--- config.mk ---
export PLATFORM = sky130hd
export DESIGN_NAME = lcd_nibble_queue_sender
export DESIGN_NICKNAME = d
export VERILOG_FILES = /design/src/rtl/core/lcdnq_pkg.sv /design/src/rtl/core/lcdnq_ram.sv /design/src/rtl/core/lcdnq_ctrl.sv /design/src/rtl/core/lcdnq_dp.sv /design/src/rtl/core/lcd_nibble_queue_sender.sv
export SDC_FILE = /design/constraint.sdc
export NUM_CORES = 1
export LEC_CHECK = 0
export BUFFER_PORTS_ARGS = -buffer_cell sky130_fd_sc_hd__buf_2
export CAP_MARGIN = 40
export CORE_MARGIN = 8
export CORE_UTILIZATION = 60
export CTS_CLUSTER_DIAMETER = 40
export DETAILED_ROUTE_END_ITERATION = 16
export PLACE_DENSITY = 0.83
export RECOVER_POWER = 50
export SYNTH_ARGS = -nofsm -noshare
export SYNTH_HDL_FRONTEND = slang
export SYNTH_SLANG_ARGS = --single-unit
--- constraint.sdc ---
create_clock -name clk_i -period 2.97 [get_ports clk_i]
set_input_delay 0.594 -clock clk_i [delete_from_list [all_inputs] [get_ports clk_i]]
set_output_delay 0.594 -clock clk_i [all_outputs]
set_load 0.05 [all_outputs]
--- src/rtl/core/lcdnq_pkg.sv ---
// Shared types and constants for the character display nibble queue sender.
// Used by the RAM wrapper clients, the controller, the datapath and the top level.
`timescale 1ns / 1ps

package lcdnq_pkg;

  // Queue geometry
  localparam int QUEUE_DEPTH = 16;
  localparam int PTR_W       = $clog2(QUEUE_DEPTH);
  localparam int CNT_W       = $clog2(QUEUE_DEPTH + 1);
  localparam int BYTE_W      = 8;
  localparam int NIB_W       = 4;
  localparam int ENTRY_W     = BYTE_W + 1;  // type bit above the byte

  // Operation codes of an input item
  localparam logic [1:0] OP_WR_CMD  = 2'd0;
  localparam logic [1:0] OP_WR_DATA = 2'd1;
  localparam logic [1:0] OP_TICK    = 2'd2;
  localparam logic [1:0] OP_NONE    = 2'd3;

  // Input item
  typedef struct packed {
    logic [1:0]        op;
    logic [BYTE_W-1:0] byte_in;
  } in_item_t;

  // Result item
  typedef struct packed {
    logic             status;
    logic [NIB_W-1:0] pin_data;
    logic             pin_rs;
    logic             pin_rw;
    logic             pin_enable;
    logic             sending;
    logic             last;
  } out_item_t;

  // Transfer phase of the byte being sent
  typedef enum logic [1:0] {
    PH_IDLE = 2'd0,
    PH_HIGH = 2'd1,
    PH_LOW  = 2'd2
  } phase_e;

  // Controller states
  typedef enum logic [1:0] {
    ST_IDLE   = 2'd0,
    ST_POP    = 2'd1,
    ST_SECOND = 2'd2
  } ctrl_state_e;

  // Result source in the datapath
  typedef enum logic {
    RES_AFTER = 1'b0,  // pins after this step
    RES_DROP  = 1'b1   // old pins with enable dropped
  } res_sel_e;

  // Commands from the controller to the datapath
  typedef struct packed {
    logic     write;
    logic     reject;
    logic     pop;
    logic     step_low;
    logic     step_end;
    logic     load;
    res_sel_e sel;
    logic     last;
  } dp_cmd_t;

  // Status from the datapath to the controller
  typedef struct packed {
    logic   full;
    logic   empty;
    phase_e phase;
    logic   out_free;
  } dp_sts_t;

endpackage

--- src/rtl/core/lcdnq_ram.sv ---
// Generic single write port, single read port RAM with registered read data.
// No package dependency.
`timescale 1ns / 1ps

module lcdnq_ram #(
  parameter int WIDTH = 8,
  parameter int DEPTH = 16
) (
  input  logic                     clk_i,
  input  logic                     we_i,
  input  logic [$clog2(DEPTH)-1:0] waddr_i,
  input  logic [WIDTH-1:0]         wdata_i,
  input  logic [$clog2(DEPTH)-1:0] raddr_i,
  output logic [WIDTH-1:0]         rdata_o
);

  logic [WIDTH-1:0] mem_q [DEPTH];
  logic [WIDTH-1:0] rdata_q;

  // Write port
  always_ff @(posedge clk_i) begin
    if (we_i) begin
      mem_q[waddr_i] <= wdata_i;
    end
  end

  // Registered read port
  always_ff @(posedge clk_i) begin
    rdata_q <= mem_q[raddr_i];
  end

  assign rdata_o = rdata_q;

endmodule

--- src/rtl/core/lcdnq_ctrl.sv ---
// Controller state machine: accepts items and sequences datapath commands.
// Depends on lcdnq_pkg.
`timescale 1ns / 1ps

module lcdnq_ctrl (
  input  logic               clk_i,
  input  logic               rst_ni,
  input  logic               in_valid_i,
  input  logic [1:0]         in_op_i,
  output logic               in_stall_o,
  input  lcdnq_pkg::dp_sts_t sts_i,
  output lcdnq_pkg::dp_cmd_t cmd_o
);
  import lcdnq_pkg::*;

  ctrl_state_e state_q, state_d;
  logic        take;

  // Accept only while idle and the result register can take a result
  assign in_stall_o = !((state_q == ST_IDLE) && sts_i.out_free);
  assign take       = in_valid_i && !in_stall_o;

  // Next state
  always_comb begin
    state_d = state_q;
    unique case (state_q)
      ST_IDLE: begin
        if (take && (in_op_i == OP_TICK)) begin
          if (sts_i.phase == PH_HIGH) begin
            state_d = ST_SECOND;
          end else if ((sts_i.phase == PH_IDLE) && !sts_i.empty) begin
            state_d = ST_POP;
          end
        end
      end
      ST_POP: begin
        state_d = ST_IDLE;
      end
      ST_SECOND: begin
        if (sts_i.out_free) begin
          state_d = ST_IDLE;
        end
      end
      default: begin
        state_d = ST_IDLE;
      end
    endcase
  end

  // Command outputs
  always_comb begin
    cmd_o = '0;
    cmd_o.sel  = RES_AFTER;
    cmd_o.last = 1'b1;
    unique case (state_q)
      ST_IDLE: begin
        if (take) begin
          unique case (in_op_i)
            OP_WR_CMD, OP_WR_DATA: begin
              cmd_o.write  = !sts_i.full;
              cmd_o.reject = sts_i.full;
              cmd_o.load   = 1'b1;
            end
            OP_TICK: begin
              if (sts_i.phase == PH_HIGH) begin
                cmd_o.step_low = 1'b1;
                cmd_o.load     = 1'b1;
                cmd_o.sel      = RES_DROP;
                cmd_o.last     = 1'b0;
              end else if (sts_i.phase == PH_LOW) begin
                cmd_o.step_end = 1'b1;
                cmd_o.load     = 1'b1;
              end else begin
                // queued byte waits for the registered read data in ST_POP
                cmd_o.load = sts_i.empty;
              end
            end
            default: begin
              cmd_o.load = 1'b1;
            end
          endcase
        end
      end
      ST_POP: begin
        cmd_o.pop  = 1'b1;
        cmd_o.load = 1'b1;
      end
      ST_SECOND: begin
        cmd_o.load = sts_i.out_free;
      end
      default: begin
        cmd_o.load = 1'b0;
      end
    endcase
  end

  // State register
  always_ff @(posedge clk_i or negedge rst_ni) begin
    if (!rst_ni) begin
      state_q <= ST_IDLE;
    end else begin
      state_q <= state_d;
    end
  end

endmodule

--- src/rtl/core/lcdnq_dp.sv ---
// Datapath: byte queue with pointers and count, pin levels, transfer phase
// and the result register. Depends on lcdnq_pkg and lcdnq_ram.
`timescale 1ns / 1ps

module lcdnq_dp (
  input  logic                 clk_i,
  input  logic                 rst_ni,
  input  lcdnq_pkg::in_item_t  in_data_i,
  input  lcdnq_pkg::dp_cmd_t   cmd_i,
  output lcdnq_pkg::dp_sts_t   sts_o,
  output logic                 out_valid_o,
  input  logic                 out_stall_i,
  output lcdnq_pkg::out_item_t out_data_o
);
  import lcdnq_pkg::*;

  logic [PTR_W-1:0]   head_q, head_d;
  logic [PTR_W-1:0]   tail_q, tail_d;
  logic [CNT_W-1:0]   count_q, count_d;
  logic [NIB_W-1:0]   cur_lo_q, cur_lo_d;
  phase_e             phase_q, phase_d;
  logic [NIB_W-1:0]   pin_data_q, pin_data_d;
  logic               pin_rs_q, pin_rs_d;
  logic               pin_e_q, pin_e_d;
  logic               out_valid_q;
  out_item_t          out_q, res;
  logic [ENTRY_W-1:0] wr_entry;
  logic [ENTRY_W-1:0] rd_entry;

  function automatic logic [PTR_W-1:0] next_ptr(input logic [PTR_W-1:0] p);
    logic [PTR_W-1:0] n;
    if (p == PTR_W'(QUEUE_DEPTH - 1)) begin
      n = '0;
    end else begin
      n = p + PTR_W'(1);
    end
    return n;
  endfunction

  // Queue entry: type bit above the byte
  assign wr_entry = {in_data_i.op[0], in_data_i.byte_in};

  lcdnq_ram #(
    .WIDTH(ENTRY_W),
    .DEPTH(QUEUE_DEPTH)
  ) u_ram (
    .clk_i  (clk_i),
    .we_i   (cmd_i.write),
    .waddr_i(tail_q),
    .wdata_i(wr_entry),
    .raddr_i(head_q),
    .rdata_o(rd_entry)
  );

  // Status towards the controller
  assign sts_o.full     = (count_q == CNT_W'(QUEUE_DEPTH));
  assign sts_o.empty    = (count_q == '0);
  assign sts_o.phase    = phase_q;
  assign sts_o.out_free = !out_valid_q || !out_stall_i;

  // Advance queue pointers, phase and pin levels
  always_comb begin
    head_d     = head_q;
    tail_d     = tail_q;
    count_d    = count_q;
    cur_lo_d   = cur_lo_q;
    phase_d    = phase_q;
    pin_data_d = pin_data_q;
    pin_rs_d   = pin_rs_q;
    pin_e_d    = pin_e_q;
    if (cmd_i.write) begin
      tail_d  = next_ptr(tail_q);
      count_d = count_q + CNT_W'(1);
    end
    if (cmd_i.pop) begin
      head_d     = next_ptr(head_q);
      count_d    = count_q - CNT_W'(1);
      cur_lo_d   = rd_entry[NIB_W-1:0];
      pin_data_d = rd_entry[BYTE_W-1:NIB_W];
      pin_rs_d   = rd_entry[BYTE_W];
      pin_e_d    = 1'b1;
      phase_d    = PH_HIGH;
    end
    if (cmd_i.step_low) begin
      pin_data_d = cur_lo_q;
      pin_e_d    = 1'b1;
      phase_d    = PH_LOW;
    end
    if (cmd_i.step_end) begin
      pin_e_d = 1'b0;
      phase_d = PH_IDLE;
    end
  end

  // Build the result from the pins after the step, or the dropped strobe
  always_comb begin
    res.status   = cmd_i.reject;
    res.pin_rw   = 1'b0;
    res.last     = cmd_i.last;
    res.pin_rs   = pin_rs_d;
    if (cmd_i.sel == RES_DROP) begin
      res.pin_data   = pin_data_q;
      res.pin_enable = 1'b0;
      res.sending    = 1'b1;
    end else begin
      res.pin_data   = pin_data_d;
      res.pin_enable = pin_e_d;
      res.sending    = (phase_d != PH_IDLE);
    end
  end

  // State registers
  always_ff @(posedge clk_i or negedge rst_ni) begin
    if (!rst_ni) begin
      head_q     <= '0;
      tail_q     <= '0;
      count_q    <= '0;
      cur_lo_q   <= '0;
      phase_q    <= PH_IDLE;
      pin_data_q <= '0;
      pin_rs_q   <= 1'b0;
      pin_e_q    <= 1'b0;
    end else begin
      head_q     <= head_d;
      tail_q     <= tail_d;
      count_q    <= count_d;
      cur_lo_q   <= cur_lo_d;
      phase_q    <= phase_d;
      pin_data_q <= pin_data_d;
      pin_rs_q   <= pin_rs_d;
      pin_e_q    <= pin_e_d;
    end
  end

  // Hold the result until its transfer completes
  always_ff @(posedge clk_i or negedge rst_ni) begin
    if (!rst_ni) begin
      out_valid_q <= 1'b0;
    end else if (cmd_i.load) begin
      out_valid_q <= 1'b1;
    end else if (!out_stall_i) begin
      out_valid_q <= 1'b0;
    end
  end

  always_ff @(posedge clk_i) begin
    if (cmd_i.load) begin
      out_q <= res;
    end
  end

  assign out_valid_o = out_valid_q;
  assign out_data_o  = out_q;

endmodule

--- src/rtl/core/lcd_nibble_queue_sender.sv ---
// Top level of the character display nibble queue sender.
// Depends on lcdnq_pkg, lcdnq_ctrl and lcdnq_dp.
`timescale 1ns / 1ps

// Queues command and data bytes for a 4-bit character display and sends one
// byte over three timer ticks, high nibble first, reporting the pin levels
// after every item. A write, an ignored code, the final tick of a byte or a
// tick with nothing queued is done without leaving the idle state, and a new
// item can then be accepted while the output does not stall. A tick that
// starts a byte passes through the pop state, as the queue RAM read is
// registered. The middle tick of a byte gives two results and waits in the
// second state while the output stalls, as one result register carries both.
// A write to a full queue is dropped and flagged in the status bit. The queue
// holds QUEUE_DEPTH entries; its RAM needs no clearing after reset.
module lcd_nibble_queue_sender (
  input  logic                 clk_i,
  input  logic                 rst_ni,
  input  logic                 in_valid_i,
  output logic                 in_stall_o,
  input  lcdnq_pkg::in_item_t  in_data_i,
  output logic                 out_valid_o,
  input  logic                 out_stall_i,
  output lcdnq_pkg::out_item_t out_data_o
);
  import lcdnq_pkg::*;

  dp_cmd_t cmd;
  dp_sts_t sts;

  // Sequence the items
  lcdnq_ctrl u_ctrl (
    .clk_i     (clk_i),
    .rst_ni    (rst_ni),
    .in_valid_i(in_valid_i),
    .in_op_i   (in_data_i.op),
    .in_stall_o(in_stall_o),
    .sts_i     (sts),
    .cmd_o     (cmd)
  );

  // Queue, pins and result register
  lcdnq_dp u_dp (
    .clk_i      (clk_i),
    .rst_ni     (rst_ni),
    .in_data_i  (in_data_i),
    .cmd_i      (cmd),
    .sts_o      (sts),
    .out_valid_o(out_valid_o),
    .out_stall_i(out_stall_i),
    .out_data_o (out_data_o)
  );

endmodule
==> flow_metrics.env <==
export IMPL_outcome="finished with violations"
export IMPL_violations="capacitance limit, slew limit"
export IMPL_ant_nets=0
export IMPL_clk_pin_slew_ns=0.07
export IMPL_ys_types=45
export IMPL_maxCapViolations=1
export IMPL_rsz0062_at_grt="no"
export IMPL_grt_max_degree=41
export IMPL_min_path_type="flop to flop"
export IMPL_syn_cell_area_um2=7480
export IMPL_path_class="flop to flop"
export IMPL_synth_enable_flop_cells=153
export IMPL_grt_pass1_vias=3827
export IMPL_worstPathMaxFanout=21
export IMPL_cts_resized=0
export IMPL_min_period_ns=2.55
export IMPL_slew_headroom=-0.0370
export IMPL_cts_tree="built"
export IMPL_cts_max_path_buffers=2
export IMPL_final_setup_viol_count=0
export IMPL_fmax_ghz=0.392
export IMPL_p_per_area_nw_per_um2=878
export IMPL_gp_congestion=0.881
export IMPL_netlist_instances=422
export IMPL_drv_slew=29
export IMPL_cp_end_kind="flop"
export IMPL_final_nets=474
export IMPL_synth_ff_type="edfxtp_1"
export IMPL_async_flop_share=0.147
export IMPL_pwr_share_comb=0.236
export IMPL_vias=3884
export IMPL_whs_endpoint="u_dp.cur_lo_q[3]"
export IMPL_grt_total_usage=0.182
export IMPL_drcViolationCount=0
export IMPL_fp_row_count=41
export IMPL_reg2reg_from="u_ctrl.state_q[1]"
export IMPL_wire_per_inst_um=22.0
export IMPL_clock_skew_ns=0.00869
export IMPL_drtPass1Iterations=5
export IMPL_worst_slack_ns=0.416
export IMPL_dieArea_um2=16300
export IMPL_yosysWarnings=0
export IMPL_synth_nets=445
export IMPL_ir_worst_vdd_uv=473
export IMPL_clock_sinks=190
export IMPL_mostFrequentLayoutCell="edfxtp_1"
export IMPL_place_ws_ns=0.401
export IMPL_p_leak_nw=2.90
export IMPL_cts_buffers=17
export IMPL_power_frac_seq=0.481
export IMPL_drive_gt1_frac=0.175
export IMPL_viasPerCell=6.12
export IMPL_hold_depth=2
export IMPL_wirelength_um=14000
export IMPL_antenna_diode_count=0
export IMPL_startpoint_type="flop"
export IMPL_yosysSeqAreaShare=0.732
export IMPL_grt_pass1_wl_um=21600
export IMPL_antenna_found_initial=0
export IMPL_ys_ff_latch=190
export IMPL_cts_root_buffer="clkbuf_16"
export IMPL_num_io_pins=26
export IMPL_switching_share=0.294
export IMPL_min_from="u_dp.u_ram.rdata_o[3]"
export IMPL_finalHoldViolCount=0
export IMPL_globalRoute_totalOverflow=0
export IMPL_setup_tns_ns=0
export IMPL_drtIter0Drc=404
export IMPL_clock_latency_ns=0.43
export IMPL_die_h_um=128
export IMPL_initial_core_util=0.603
export IMPL_required_ns=3.28
export IMPL_crit_arrival_ns=2.86
export IMPL_fp_coreArea_um2=12400
export IMPL_tightest_slew_ns=1.56
export IMPL_timing_final_crit_share=0.860
export IMPL_postCtsHoldBufs=0
export IMPL_fill_cells=834
export IMPL_pwr_share_clk=0.283
export IMPL_die_w_um=128
export IMPL_r2r_end="u_dp.count_q[2]"
export IMPL_avgSynthCellArea_um2=17.7
export IMPL_p_int_mw=5.14
export IMPL_reg2regPathDepth=5
export IMPL_reg2reg_slack_ns=0.42
export IMPL_dp_hpwl_um=9010
export IMPL_area_growth_pct=10.8
export IMPL_power_switching_mw=2.14
export IMPL_place_port_buffers=24
export IMPL_htreeDepth=4
export IMPL_postCtsSetupBuffers=0
export IMPL_mostFrequentLayoutCells="153 x edfxtp_1, 45 x nand2_1, 36 x mux4_2"
[registers in the layout, summed over array words and instances, names as in the netlist]
name / flops
u_dp.phase_q: 2
u_dp.cur_lo_q: 4
u_dp.out_data_o: 9
u_dp.u_ram.mem_q: 144
u_dp.out_valid_o: 1
u_dp.head_q: 4
u_dp.count_q: 5
u_ctrl.state_q: 2
u_dp.tail_q: 4
u_dp.pin_data_q: 4
u_dp.pin_e_q: 1
u_dp.pin_rs_q: 1
u_dp.u_ram.rdata_o: 9
[synth_stat cells (all sizes together), types with 6 or more instances]
cell type / number / area [µm²]
o21ai: 6 / 30.0
a22oi: 18 / 135
nand2: 46 / 175
buf: 12 / 60.1
nor2: 13 / 51.3
mux2: 6 / 67.6
and3: 15 / 93.8
edfxtp: 153 / 4590
ha: 8 / 100
inv: 7 / 26.3
dfxtp: 9 / 180
mux4: 36 / 811
dfrtp: 28 / 701
a21oi: 8 / 40.0
clkbuf: 9 / 33.8
xnor2: 6 / 52.6
[critical path, cell delays in order (launching register included)]
cell	delay [ns]
dfrtp_1	0.43
nand2b_1	0.45
inv_1	0.25
clkbuf_1	0.75
nor2_2	0.18
mux2_1	0.37
[layout make-up]
class / instances / area (µm²) / share of cell area
Multi-Input combinational cell: 204 / 1890 / 0.228
Sequential cell: 190 / 5480 / 0.660
Inverter: 7 / 26.3 / 0.00317
Timing Repair Buffer: 31 / 154 / 0.0186
Tap cell: 172 / 215 / 0.0260
Clock inverter: 12 / 98.8 / 0.0119
Clock buffer: 19 / 433 / 0.0522
[worst max-delay path by stage]
stage	endpoint	start	cells past startpoint
floorplan	u_dp.u_ram.mem_q[15][0]	u_dp.out_valid_o	5
detailed placement	u_dp.u_ram.mem_q[8][0]	out_stall_i	5
CTS	u_dp.count_q[3]	u_ctrl.state_q[1]	7
finish	u_dp.count_q[2]	u_ctrl.state_q[1]	5
global route	u_dp.count_q[2]	u_ctrl.state_q[1]	5
global placement	u_dp.u_ram.mem_q[9][1]	out_stall_i	5
[metal layers]
layer	track usage	vias to the layer above	share of wire
met4	0.0874	0	0.024
met3	0.0487	28	0.079
met5	0	-	0
met2	0.290	192	0.49
met1	0.230	1950	0.41
li1	-	1714	-
[through the flow]
step	cells	power (mW)	util	area (µm²)	hold slack, ns
after global placement	604	5.21	0.628	7790	0.405
after detailed placement	604	5.27	0.628	7790	0.407
after global routing	635	7.58	0.668	8290	0.439
after CTS	635	7.33	0.671	8320	0.192
after floorplan	422	4.79	-	7480	0.298
final	635	7.28	0.668	8290	0.408
[kinds of logic after synthesis]
family / share of synthesized area
AO/OA/AOI/OAI: 0.0465
XOR/XNOR: 0.00702
adder cells (fa/ha/maj): 0.0160
buffers and inverters: 0.0160
flip-flops: 0.732
multiplexers: 0.120
other: 0.000501
AND/OR/NAND/NOR: 0.0624
[power groups by stage]
stage | clock network [mW] | registers [mW] | logic (mW)
3_3_place_gp | 0 | 3.53 | 1.68
2_1_floorplan | 0 | 3.53 | 1.26
4_1_cts | 2.09 | 3.50 | 1.74
6_report | 2.06 | 3.50 | 1.72
3_5_place_dp | 0 | 3.55 | 1.72
5_1_grt | 2.19 | 3.54 | 1.85
No activity file was read; power rests on OpenSTA's default activity.
